==> config.mk <==
export PLATFORM = sky130hd
export DESIGN_NAME = yuy2_to_bgr_pixel_pair_unit_flat
export DESIGN_NICKNAME = d
export VERILOG_FILES = /design/src/ytb_pkg.sv /design/src/ytb_ifs.sv /design/src/ytb_mult.sv /design/src/ytb_scale.sv /design/src/ytb_mix.sv /design/src/yuy2_to_bgr_pixel_pair_unit.sv /design/src/flat_wrapper.sv
export SDC_FILE = /design/constraint.sdc
export NUM_CORES = 1
export LEC_CHECK = 0
export BUFFER_PORTS_ARGS = -buffer_cell sky130_fd_sc_hd__buf_2
export CAP_MARGIN = 20
export CELL_PAD_IN_SITES_DETAIL_PLACEMENT = 1
export CELL_PAD_IN_SITES_GLOBAL_PLACEMENT = 2
export CORE_MARGIN = 2
export CORE_UTILIZATION = 35
export DETAILED_ROUTE_END_ITERATION = 7
export HOLD_SLACK_MARGIN = 0.05
export PLACE_DENSITY_LB_ADDON = 0.1
export SLEW_MARGIN = 20
export SYNTH_ARGS = -nofsm -noshare
export SYNTH_HDL_FRONTEND = slang
export SYNTH_SLANG_ARGS = --single-unit
export TNS_END_PERCENT = 10
==> constraint.sdc <==
create_clock -name clk -period 6.1 [get_ports clk]
set_input_delay 0.305 -clock clk [delete_from_list [all_inputs] [get_ports clk]]
set_output_delay 0.305 -clock clk [all_outputs]
set_load 0.01 [all_outputs]
==> src/ytb_pkg.sv <==
// Types, constants and helper functions for the YUY2 to BGR pixel pair converter.
`timescale 1ns / 1ps

package ytb_pkg;

	localparam logic signed [8:0] LUMA_OFFSET   = 9'sd16;
	localparam logic signed [8:0] CHROMA_OFFSET = 9'sd128;
	localparam logic signed [9:0] LUMA_GAIN     = 10'sd298;
	localparam logic signed [9:0] RED_V_GAIN    = 10'sd459;
	localparam logic signed [9:0] GREEN_U_GAIN  = -10'sd137;
	localparam logic signed [9:0] GREEN_V_GAIN  = 10'sd55;
	localparam logic signed [10:0] BLUE_U_GAIN  = 11'sd541;
	localparam logic signed [17:0] TRUNC_BIAS   = 18'sd255;
	localparam logic signed [10:0] CHAN_MAX     = 11'sd255;
	localparam int unsigned FRAC_BITS           = 8;

	typedef struct packed {
		logic [7:0] luma_first;
		logic [7:0] chroma_blue;
		logic [7:0] luma_second;
		logic [7:0] chroma_red;
	} ytb_pair_t;

	typedef struct packed {
		logic [7:0] blue_first;
		logic [7:0] green_first;
		logic [7:0] red_first;
		logic [7:0] blue_second;
		logic [7:0] green_second;
		logic [7:0] red_second;
	} ytb_bgr_t;

	// raw products
	typedef struct packed {
		logic signed [17:0] luma_first;
		logic signed [17:0] luma_second;
		logic signed [16:0] red;
		logic signed [15:0] green;
		logic signed [17:0] blue;
	} ytb_prod_t;

	// products scaled by 1/256
	typedef struct packed {
		logic signed [9:0] luma_first;
		logic signed [9:0] luma_second;
		logic signed [9:0] red;
		logic signed [9:0] green;
		logic signed [9:0] blue;
	} ytb_scaled_t;

	// divide by 256, truncating toward zero
	function automatic logic signed [9:0] div256_trunc(input logic signed [17:0] v);
		logic signed [17:0] t;
		t = v + (v[17] ? TRUNC_BIAS : 18'sd0);
		return 10'(t >>> FRAC_BITS);
	endfunction

	function automatic logic [7:0] clamp_byte(input logic signed [10:0] v);
		logic [7:0] r;
		if (v < 11'sd0) begin
			r = 8'd0;
		end else if (v > CHAN_MAX) begin
			r = 8'd255;
		end else begin
			r = v[7:0];
		end
		return r;
	endfunction

endpackage

==> src/ytb_ifs.sv <==
// Valid/ready channel interfaces for pixel pair groups and BGR results.
`timescale 1ns / 1ps

interface ytb_pair_if
	import ytb_pkg::*;
();
	logic      valid;
	logic      ready;
	ytb_pair_t data;

	modport source (output valid, output data, input ready);
	modport sink (input valid, input data, output ready);
endinterface

interface ytb_bgr_if
	import ytb_pkg::*;
();
	logic     valid;
	logic     ready;
	ytb_bgr_t data;

	modport source (output valid, output data, input ready);
	modport sink (input valid, input data, output ready);
endinterface

==> src/ytb_mult.sv <==
// Stage 1: centres luma and chroma and forms the weighted products.
`timescale 1ns / 1ps

module ytb_mult
	import ytb_pkg::*;
(
	input  logic      clk,
	input  logic      en,
	input  ytb_pair_t pair,
	output ytb_prod_t prod_s1
);

	logic signed [8:0] y0, y1, u, v;
	ytb_prod_t         prod;

	always_comb begin
		y0 = $signed({1'b0, pair.luma_first}) - LUMA_OFFSET;
		y1 = $signed({1'b0, pair.luma_second}) - LUMA_OFFSET;
		u  = $signed({1'b0, pair.chroma_blue}) - CHROMA_OFFSET;
		v  = $signed({1'b0, pair.chroma_red}) - CHROMA_OFFSET;
		prod.luma_first  = 18'(y0) * 18'(LUMA_GAIN);
		prod.luma_second = 18'(y1) * 18'(LUMA_GAIN);
		prod.red         = 17'(v) * 17'(RED_V_GAIN);
		prod.green       = 16'(u) * 16'(GREEN_U_GAIN) - 16'(v) * 16'(GREEN_V_GAIN);
		prod.blue        = 18'(u) * 18'(BLUE_U_GAIN);
	end

	always_ff @(posedge clk) begin
		if (en) begin
			prod_s1 <= prod;
		end
	end

endmodule

==> src/ytb_scale.sv <==
// Stage 2: scales each product by 1/256 with truncation toward zero.
`timescale 1ns / 1ps

module ytb_scale
	import ytb_pkg::*;
(
	input  logic        clk,
	input  logic        en,
	input  ytb_prod_t   prod_s1,
	output ytb_scaled_t scaled_s2
);

	ytb_scaled_t scaled;

	always_comb begin
		scaled.luma_first  = div256_trunc(prod_s1.luma_first);
		scaled.luma_second = div256_trunc(prod_s1.luma_second);
		scaled.red         = div256_trunc(18'(prod_s1.red));
		scaled.green       = div256_trunc(18'(prod_s1.green));
		scaled.blue        = div256_trunc(prod_s1.blue);
	end

	always_ff @(posedge clk) begin
		if (en) begin
			scaled_s2 <= scaled;
		end
	end

endmodule

==> src/ytb_mix.sv <==
// Stage 3: adds chroma offsets to each luma and clamps to a byte.
`timescale 1ns / 1ps

module ytb_mix
	import ytb_pkg::*;
(
	input  logic        clk,
	input  logic        en,
	input  ytb_scaled_t scaled_s2,
	output ytb_bgr_t    bgr_s3
);

	ytb_bgr_t bgr;

	always_comb begin
		bgr.blue_first   = clamp_byte(11'(scaled_s2.luma_first) + 11'(scaled_s2.blue));
		bgr.green_first  = clamp_byte(11'(scaled_s2.luma_first) + 11'(scaled_s2.green));
		bgr.red_first    = clamp_byte(11'(scaled_s2.luma_first) + 11'(scaled_s2.red));
		bgr.blue_second  = clamp_byte(11'(scaled_s2.luma_second) + 11'(scaled_s2.blue));
		bgr.green_second = clamp_byte(11'(scaled_s2.luma_second) + 11'(scaled_s2.green));
		bgr.red_second   = clamp_byte(11'(scaled_s2.luma_second) + 11'(scaled_s2.red));
	end

	always_ff @(posedge clk) begin
		if (en) begin
			bgr_s3 <= bgr;
		end
	end

endmodule

==> src/yuy2_to_bgr_pixel_pair_unit.sv <==
// Top level: three-stage YUY2 group to BGR24 pixel pair converter.
//
//   channel    dir  payload                                   handshake
//   pair_in    in   luma_first, chroma_blue, luma_second,     valid/ready
//                   chroma_red (8 bits each)
//   pixel_out  out  blue/green/red of first and second pixel  valid/ready
//                   (8 bits each)
//
// One transaction per cycle while pixel_out is ready; the stages are products, scaling, sum and clamp.
// Each stage holds while the one after it is full and stalled; no bubbles needed.
// Reset empties the pipeline; data registers are not reset.
`timescale 1ns / 1ps

module yuy2_to_bgr_pixel_pair_unit
	import ytb_pkg::*;
(
	input  logic      clk,
	input  logic      arst_n,
	ytb_pair_if.sink  pair_in,
	ytb_bgr_if.source pixel_out
);

	logic        valid_s1, valid_s2, valid_s3;
	logic        en1, en2, en3;
	ytb_prod_t   prod_s1;
	ytb_scaled_t scaled_s2;
	ytb_bgr_t    bgr_s3;

	assign en3 = !valid_s3 || pixel_out.ready;
	assign en2 = !valid_s2 || en3;
	assign en1 = !valid_s1 || en2;

	assign pair_in.ready   = en1;
	assign pixel_out.valid = valid_s3;
	assign pixel_out.data  = bgr_s3;

	always_ff @(posedge clk or negedge arst_n) begin
		if (!arst_n) begin
			valid_s1 <= 1'b0;
			valid_s2 <= 1'b0;
			valid_s3 <= 1'b0;
		end else begin
			if (en1) begin
				valid_s1 <= pair_in.valid;
			end
			if (en2) begin
				valid_s2 <= valid_s1;
			end
			if (en3) begin
				valid_s3 <= valid_s2;
			end
		end
	end

	ytb_mult u_mult (
		.clk     (clk),
		.en      (en1),
		.pair    (pair_in.data),
		.prod_s1 (prod_s1)
	);

	ytb_scale u_scale (
		.clk       (clk),
		.en        (en2),
		.prod_s1   (prod_s1),
		.scaled_s2 (scaled_s2)
	);

	ytb_mix u_mix (
		.clk       (clk),
		.en        (en3),
		.scaled_s2 (scaled_s2),
		.bgr_s3    (bgr_s3)
	);

endmodule

==> src/flat_wrapper.sv <==
// flat-port wrapper written by rule: the top's interface ports become plain ports
module yuy2_to_bgr_pixel_pair_unit_flat import ytb_pkg::*;
  (clk, arst_n, pair_in_valid, pair_in_data, pair_in_ready, pixel_out_valid, pixel_out_data, pixel_out_ready);
  ytb_pair_if pair_in_i ();
  ytb_bgr_if pixel_out_i ();
  input  logic clk;
  input  logic arst_n;
  input wire logic [$bits(pair_in_i.valid)-1:0] pair_in_valid;
  input wire logic [$bits(pair_in_i.data)-1:0] pair_in_data;
  output wire logic [$bits(pair_in_i.ready)-1:0] pair_in_ready;
  output wire logic [$bits(pixel_out_i.valid)-1:0] pixel_out_valid;
  output wire logic [$bits(pixel_out_i.data)-1:0] pixel_out_data;
  input wire logic [$bits(pixel_out_i.ready)-1:0] pixel_out_ready;
  assign pair_in_i.valid = pair_in_valid;
  assign pair_in_i.data = pair_in_data;
  assign pair_in_ready = pair_in_i.ready;
  assign pixel_out_valid = pixel_out_i.valid;
  assign pixel_out_data = pixel_out_i.data;
  assign pixel_out_i.ready = pixel_out_ready;
  yuy2_to_bgr_pixel_pair_unit u_core (.clk(clk), .arst_n(arst_n), .pair_in(pair_in_i), .pixel_out(pixel_out_i));
endmodule
# [Word-level counts from Yosys, hierarchy flattened]
# Cells that the tools add are included.
[word_totals] ff_bits=185 word_cells=70
[classes] n_mul=6 add_sub_neg=16 n_lt_le_gt_ge=12 mux=11 reduce_logical=6
[ops] op="$mux W8" n=11
[ops] op="$gt A11 B9 Y1 const B" n=6
[ops] op="$lt A11 B1 Y1 const B" n=6
[ops] op="$add A10 B10 Y11" n=4
[ops] op="$add A18 B9 Y18" n=2
[ops] op="$mul A9 B9 Y17 const B" n=2
[ops] op="$add A10 B9 Y11" n=2
[ops] op="$add A17 B9 Y18" n=1
[ops] op="$add A18 B18 Y18" n=1
[ops] op="$mul A9 B11 Y18 const B" n=1
[ops] op="$sub A8 B5 Y9 const B" n=2
[ops] op="$sub A8 B8 Y9 const B" n=2
[ops] op="$add A16 B9 Y17" n=1
[ops] op="$mul A9 B10 Y17 const B" n=1
[ops] op="$mul A9 B7 Y16 const B" n=1
[ops] op="$mul A9 B9 Y16 const B" n=1
[ops] op="$sub A16 B16 Y16" n=1
[ops] op="$logic_not A1 Y1" n=3
[ops] op="$logic_or A1 B1 Y1" n=3

# [Longest topological paths before layout]
# Gate-level depths: netlist of run 1.
[depth] word_depth=4 mapped_depth=20 depth_no_buf=20

# [By module]
# A second synthesis of run 1 with hierarchy kept.
[unflattened] cells_unflattened=1828 area_unflattened_um2=19597.5
[by_module_without_submodules] module="ytb_mult" seq_area_each_um2=2552.4 area_each_um2=11843.9 cells_each=1116 instances=1
[by_module_without_submodules] module="ytb_mix" seq_area_each_um2=1441.4 area_each_um2=4574.4 cells_each=452 instances=1
[by_module_without_submodules] module="ytb_scale" seq_area_each_um2=1471.4 area_each_um2=3052.9 cells_each=250 instances=1
[by_module_without_submodules] module="yuy2_to_bgr_pixel_pair_unit" seq_area_each_um2=75.1 area_each_um2=126.4 cells_each=10 instances=1

# [Least setup slack after synthesis of run 1]
# No wires, ideal clock.
[synth_timing] path_kind="input -> register" from="input pair_in_data[7]" to="register, netlist name u_core.u_mult.prod_s1[32]" path_stages=17 path_slack_ns=1.011 t_required_ns=5.834 n_path_buf=0 t_arrival_ns=4.823 cell_sequence="inv_1 -> ha_1 -> xnor2_1 -> fa_1 -> fa_1 -> fa_1 -> fa_1 -> inv_1 -> fa_1 -> inv_1 -> ha_1 -> nor3_1 -> o211ai_1 -> nand4_1 -> a21boi_0 -> o41ai_1 -> xnor2_1"
[synth_rtl] item="start: declaration" line_no="flat_wrapper.sv:9" text="input wire logic [$bits(pair_in_i.data)-1:0] pair_in_data;"

==> results of run 1 <==
-- registers in the layout (all words and copies together), names as in the netlist --
register / count
u_core.pixel_out.valid: 1
u_core.valid_s2: 1
u_core.u_scale.scaled_s2: 49
u_core.u_mult.prod_s1: 85
u_core.valid_s1: 1
u_core.u_mix.bgr_s3: 48
-- timing repair --
item,CTS,global route
hold buffers,1,0
hold endpoints to repair,3,0
resized for setup,0,0
-- layer usage --
metal / track usage, % / up-vias
li1: - / 6461
met1: 22.0 / 6202
met2: 27.3 / 84
met3: 1.74 / 27
met4: 3.45 / 0
met5: 0 / -
-- synth_stat cells, types with 18 or more instances --
cell type / n
nand2b_1: 18
xnor2_1: 105
o21ai_1: 18
nor3_1: 41
a21oi_1: 81
edfxtp_1: 182
a31oi_1: 28
fa_1: 136
ha_1: 362
o21a_1: 31
nand2_1: 59
xor2_1: 50
a21o_1: 26
o21ai_0: 32
nor2_1: 66
nand3_1: 25
inv_1: 324
-- power groups by stage --
stage | sequential (µW) | clock [µW] | combinational (µW)
finish | 2970 | 1130 | 8390
global route | 3040 | 1210 | 9580
CTS | 3000 | 1170 | 8530
detailed placement | 3020 | 0 | 8460
global placement | 3000 | 0 | 8380
floorplan | 2870 | 0 | 6300
-- worst max-delay path: stages --
cell      delay [ns]
buf_2           0.23
inv_1           0.09
ha_1            0.35
xnor2_1         0.28
fa_1            0.48
fa_1            0.48
fa_1            0.52
fa_1            0.56
inv_1           0.06
fa_1            0.53
inv_1           0.04
ha_1            0.24
nor3_1          0.20
o211ai_1        0.13
nand4_1         0.11
a21boi_0        0.11
o41ai_1         0.32
xnor2_1         0.10
-- placed cells by master (no fill, tap or decap), types with 28 or more instances in the layout --
| master | n |
|---|---|
| nor3_1 | 41 |
| xor2_1 | 50 |
| a31oi_1 | 28 |
| nor2_1 | 66 |
| buf_2 | 85 |
| nand2_1 | 59 |
| inv_1 | 324 |
| a21oi_1 | 81 |
| o21ai_0 | 32 |
| fa_1 | 136 |
| xnor2_1 | 105 |
| ha_1 | 362 |
| edfxtp_1 | 182 |
| o21a_1 | 31 |
-- cell type report --
cell class	instances	area [µm²]	area share, %
Clock inverter	15	179	0.849
Inverter	324	1220	5.77
Tap cell	696	871	4.13
Clock buffer	17	425	2.02
Sequential cell	185	5540	26.3
Timing Repair Buffer	93	488	2.31
Multi-Input combinational cell	1272	12400	58.6
-- final timing paths --
check	startpoint	depth (start not counted)	slack [ns]	end
min in group asynchronous	arst_n	2	0.18	u_core.pixel_out.valid$_DFFE_PN0P_
worst min-delay path	pair_in_valid	2	0.08	u_core.valid_s1$_DFFE_PN0P_
worst max-delay path	pair_in_data[7]	18	1.15	u_core.u_mult.prod_s1[32]$_DFFE_PP_
worst min register to register	u_core.valid_s1$_DFFE_PN0P_	1	0.48	u_core.valid_s2$_DFFE_PN0P_
max in group asynchronous	arst_n	2	5.81	u_core.valid_s2$_DFFE_PN0P_
worst max register to register	u_core.u_scale.scaled_s2[40]$_DFFE_PP_	8	2.72	u_core.u_mix.bgr_s3[33]$_SDFFCE_PN0P_
-- per-stage QoR --
| step | cells | util (%) | instance area [µm²] |
|---|---|---|---|
| final | 2602 | 39.1 | 21100 |
| after global routing | 2602 | 39.1 | 21100 |
| after CTS | 2602 | 39.1 | 21100 |
| after detailed placement | 2569 | 37.9 | 20500 |
| after global placement | 2569 | 37.9 | 20500 |
| after floorplan | 1784 | - | 19100 |
-- kinds of logic (layout without fill, tap and decap cells) --
logic type | Yosys count | count (layout) | share of synthesized area (%)
fa+ha+maj | 498 | 498 | 37.9
compound gates | 328 | 328 | 11.7
buf+inv | 327 | 449 | 6.42
simple gates | 284 | 284 | 7.42
flops | 185 | 185 | 29.0
xor+xnor | 156 | 156 | 7.22
mux | 6 | 6 | 0.347
==> flow_metrics.env, run 1 <==
export IMPL_nNetsFinal=2427
export IMPL_skew_ns=0.0121
export IMPL_max_slew_worst_pin_slew_ns=0.944
export IMPL_synth_edff_count=182
export IMPL_fillers=5945
export IMPL_diodes=0
export IMPL_routed_wl_um=43700
export IMPL_period_minus_slack_ns=4.95
export IMPL_clkPwrFrac_pct=9.0
export IMPL_grt_pass1_wl_um=71300
export IMPL_p_per_area_nw_per_um2=592
export IMPL_maxCapViolations=0
export IMPL_finalSetupTns_ns=0
export IMPL_setup_viol=0
export IMPL_top_layer="met4"
export IMPL_areaGrowthSynthToFinish_pct=10.3
export IMPL_p_int_uw=6710
export IMPL_p_sw_uw=5780
export IMPL_first_pass_iters=4
export IMPL_syn_nets=2318
export IMPL_synth_area_leaders="edfxtp_1, ha_1, fa_1"
export IMPL_finalHoldViolCount=0
export IMPL_initialDrtViolationCount=323
export IMPL_cts_buffers=17
export IMPL_antenna_found_initial=0
export IMPL_worstPathArrival_ns=5.14
export IMPL_period_share_pct=81.1
export IMPL_drc=0
export IMPL_ant_nets=0
export IMPL_die_area_um2=56500
export IMPL_max_freq_ghz=0.202
export IMPL_power_total_uw=12500
export IMPL_critPathRequiredTime_ns=6.30
export IMPL_synth_seq_area_share_pct=29.0
export IMPL_synth_warnings=0
export IMPL_combPwrFrac_pct=67.2
export IMPL_synth_top_area_share_pct=28.6
export IMPL_crit_fanout=9
export IMPL_row_count=85
export IMPL_endpoint_kind="flop"
export IMPL_initial_utilization_pct=35.5
export IMPL_post_cts_buffers=0
export IMPL_clk_latency_ns=0.46
export IMPL_grtUsageTotal_pct=16.0
export IMPL_fin_ws_ns=1.15
export IMPL_met3_length_um=646
export IMPL_vias_per_cell=4.91
export IMPL_status="completed"
export IMPL_swShare_pct=46.3
export IMPL_p_leak_uw=0.00982
export IMPL_ys_ff_latch=185
export IMPL_overflow=0
export IMPL_wl_met2_um=20800
export IMPL_io_pins=86
export IMPL_first_global_vias=13500
export IMPL_rsz0062_at_grt="false"
export IMPL_clockBufferDepth=2
export IMPL_synthCells=1784
export IMPL_path_class="primary input to flop"
export IMPL_chipWidth_um=238
export IMPL_slew_headroom_pct=37.1
export IMPL_min_path_type="primary input to flop"
export IMPL_numClockSinks=185
export IMPL_fp_dieH_um=238
export IMPL_post_place_ws_ns=0.658
export IMPL_gp_congestion=0.809
export IMPL_synth_cell_types=72
export IMPL_htree_levels=4
export IMPL_async_flop_share_pct=1.62
export IMPL_start_kind="primary input"
export IMPL_cts_tree="done"
export IMPL_synthesis_area_um2=19100
export IMPL_p_seq_share_pct=23.8
export IMPL_final_layout_size_suffix_gt1_share_pct=7.71
export IMPL_ys_flop_type="edfxtp_1"
export IMPL_port_buffers=85
export IMPL_clk_pin_slew_ns=0.07
export IMPL_slew_viol_final=0
export IMPL_grt_max_degree=71
export IMPL_dr_total_vias=12800
export IMPL_cts_root_buf="clkbuf_16"
export IMPL_place_hpwl_um=37600
export IMPL_wl_per_cell_um=16.8
export IMPL_ir_drop_uv=377
export IMPL_synth_area_leader_cell="edfxtp_1"
export IMPL_hold_slack_ns=0.0840
export IMPL_avgSynthCellArea_um2=10.7
export IMPL_core_area_um2=53900
export IMPL_wl_met1_um=21700
No activity file was read; power rests on OpenSTA's default activity.
==> inputs of run 2 (changes only) <==
Settings changed: ABC_AREA set to 1.
Clock period 6.1 ns to 4.55 ns, I/O delays scaled along.
==> flow_metrics.env, run 2 <==
export IMPL_status="completed"
export IMPL_synthesis_area_um2=20100
export IMPL_fillers=6737
export IMPL_core_area_um2=56600
export IMPL_start_kind="primary input"
export IMPL_synth_edff_count=182
export IMPL_final_common_cell="inv_1"
export IMPL_top_regs="u_core.u_mult.prod_s1 (85), u_core.u_scale.scaled_s2 (49), u_core.u_mix.bgr_s3 (48)"
export IMPL_first_pass_iters=4
export IMPL_syn_nets=2800
export IMPL_clk_latency_ns=0.46
export IMPL_vias_per_cell=4.64
export IMPL_initial_utilization_pct=35.6
export IMPL_clk_pin_slew_ns=0.07
export IMPL_finalHoldViolCount=0
export IMPL_maxCapViolations=0
export IMPL_dr_total_vias=15000
export IMPL_min_path_type="primary input to async pin"
export IMPL_antenna_found_initial=0
export IMPL_overflow=0
export IMPL_slew_viol_final=0
export IMPL_routed_wl_um=49000
export IMPL_yosysMostFrequentCell="inv_1"
export IMPL_cts_root_buf="clkbuf_16"
export IMPL_diodes=0
export IMPL_fp_dieH_um=244
export IMPL_areaGrowthSynthToFinish_pct=14.2
export IMPL_ys_ff_latch=185
export IMPL_period_share_pct=95.4
export IMPL_die_area_um2=59400
export IMPL_gp_congestion=0.832
export IMPL_port_buffers=85
export IMPL_nNetsFinal=3005
export IMPL_cts_buffers=17
export IMPL_post_place_ws_ns=-0.372
export IMPL_io_pins=86
export IMPL_row_count=87
export IMPL_p_per_area_nw_per_um2=820
export IMPL_synth_top_area_share_pct=27.2
export IMPL_grtUsageTotal_pct=17.2
export IMPL_async_flop_share_pct=1.62
export IMPL_p_leak_uw=0.0119
export IMPL_place_hpwl_um=43500
export IMPL_critPathRequiredTime_ns=4.76
export IMPL_ys_flop_type="edfxtp_1"
export IMPL_clockBufferDepth=2
export IMPL_synthCells=2266
export IMPL_grt_pass1_wl_um=82300
export IMPL_synth_area_leader_cell="edfxtp_1"
export IMPL_worstPathArrival_ns=4.55
export IMPL_max_slew_worst_pin_slew_ns=0.960
export IMPL_synth_area_leaders="edfxtp_1, ha_1, fa_1"
export IMPL_cts_tree="done"
export IMPL_fin_ws_ns=0.211
export IMPL_numClockSinks=185
export IMPL_drc=0
export IMPL_htree_levels=4
export IMPL_avgSynthCellArea_um2=8.88
export IMPL_ir_drop_uv=607
export IMPL_chipWidth_um=244
export IMPL_synthTopCellsByCount="inv_1, nand2_1, ha_1, edfxtp_1, nor2_1"
export IMPL_synth_warnings=0
export IMPL_max_freq_ghz=0.230
export IMPL_endpoint_kind="flop"
export IMPL_final_cell_mix="inv_1, nand2_1, ha_1"
export IMPL_path_class="primary input to flop"
export IMPL_period_minus_slack_ns=4.34
export IMPL_initialDrtViolationCount=433
export IMPL_skew_ns=0.0126
export IMPL_largest_reg_flops=85
export IMPL_grt_max_degree=62
export IMPL_wl_per_cell_um=15.1
export IMPL_slew_headroom_pct=36.0
export IMPL_top_register="u_core.u_mult.prod_s1"
export IMPL_final_layout_size_suffix_gt1_share_pct=10.1
export IMPL_crit_fanout=4
export IMPL_stdcell_count=3240
export IMPL_synth_cell_types=36
export IMPL_ant_nets=0
export IMPL_setup_viol=0
export IMPL_first_global_vias=16100
export IMPL_dpl_cell_count=3202
export IMPL_synth_seq_area_share_pct=27.5
## run 2: metrics by stage
stage | instance area (µm²) | total power [µW] | hold WS [ns] | utilization (%) | TNS (ns)
2_1_floorplan | 20200 | 13100 | -0.0681 | - | -0.382
3_3_place_gp | 22300 | 17100 | 0.0242 | 39.4 | -1.57
3_5_place_dp | 22300 | 17400 | 0.0309 | 39.4 | -2.16
4_1_cts | 23000 | 19100 | 0.0732 | 40.6 | 0
5_1_grt | 23000 | 21200 | 0.134 | 40.6 | -0.0288
6_report | 23000 | 18800 | 0.115 | 40.6 | 0
## run 2: kinds of logic (layout without fill, tap and decap cells)
logic type               count (synthesis)  in the layout  synth area share [%]
flip-flops                             185            185                  27.5
buffers and inverters                  466            684                  8.76
adder cells (fa/ha/maj)                498            498                  36.0
AO/OA/AOI/OAI                          198            198                  5.59
AND/OR/NAND/NOR                        787            787                  16.3
XOR/XNOR                               132            132                  5.74
## run 2: layer usage
layer	vias to the layer above	routed length [µm]	GRT usage, %	part of all wire, %
li1	7759	-	-	-
met2	105	24100	30.7	49
met1	7149	23900	22.8	49
met3	24	589	1.28	1.2
met5	-	0	0	0
met4	0	460	3.44	0.94
## run 2: path summary, 6_finish.rpt
path | startpoint | end | slack, ns | cells past startpoint
setup / recovery | pair_in_data[7] | u_core.u_mult.prod_s1[29]$_DFFE_PP_ | 0.21 | 18
hold / removal | arst_n | u_core.valid_s2$_DFFE_PN0P_ | 0.12 | 2
setup reg to reg | u_core.u_scale.scaled_s2[40]$_DFFE_PP_ | u_core.u_mix.bgr_s3[40]$_SDFFCE_PN0P_ | 1.90 | 12
hold reg to reg | u_core.valid_s2$_DFFE_PN0P_ | u_core.pixel_out.valid$_DFFE_PN0P_ | 0.46 | 2
max in group asynchronous | arst_n | u_core.pixel_out.valid$_DFFE_PN0P_ | 4.33 | 2
min in group clk | pair_in_data[10] | u_core.u_mult.prod_s1[54]$_DFFE_PP_ | 0.15 | 2
## run 2: where the power goes
part / switching, µW / total, µW / internal [µW] / leakage, µW
clock: 723 / 1510 / 786 / 0.000292
sequential: 659 / 3970 / 3310 / 0.00190
combinational: 7580 / 13400 / 5780 / 0.00968
## run 2: area by class of cell
type	count	area, µm²	area share (%)
Clock inverter	15	176	0.768
Timing Repair Buffer	188	1230	5.34
Tap cell	756	946	4.12
Inverter	464	1750	7.59
Sequential cell	185	5540	24.1
Multi-Input combinational cell	1615	12900	56.2
Clock buffer	17	425	1.85
## run 2: worst max-delay path, stage by stage
cell        delay, ns
buf_2            0.13
clkinvlp_4       0.12
ha_4             0.30
xor2_2           0.15
inv_1            0.08
fa_2             0.55
fa_1             0.43
fa_1             0.46
fa_1             0.49
inv_1            0.05
fa_1             0.49
inv_2            0.05
ha_4             0.24
a21o_1           0.17
a21boi_1         0.19
nand3_2          0.13
buf_4            0.16
xor2_1           0.13
## run 2: repair_timing
action	4_1_cts	5_1_grt
hold buffers	6	0
resized for setup	0	5
hold endpoints to repair	8	0
setup endpoints to repair	0	4
buffers inserted	0	0
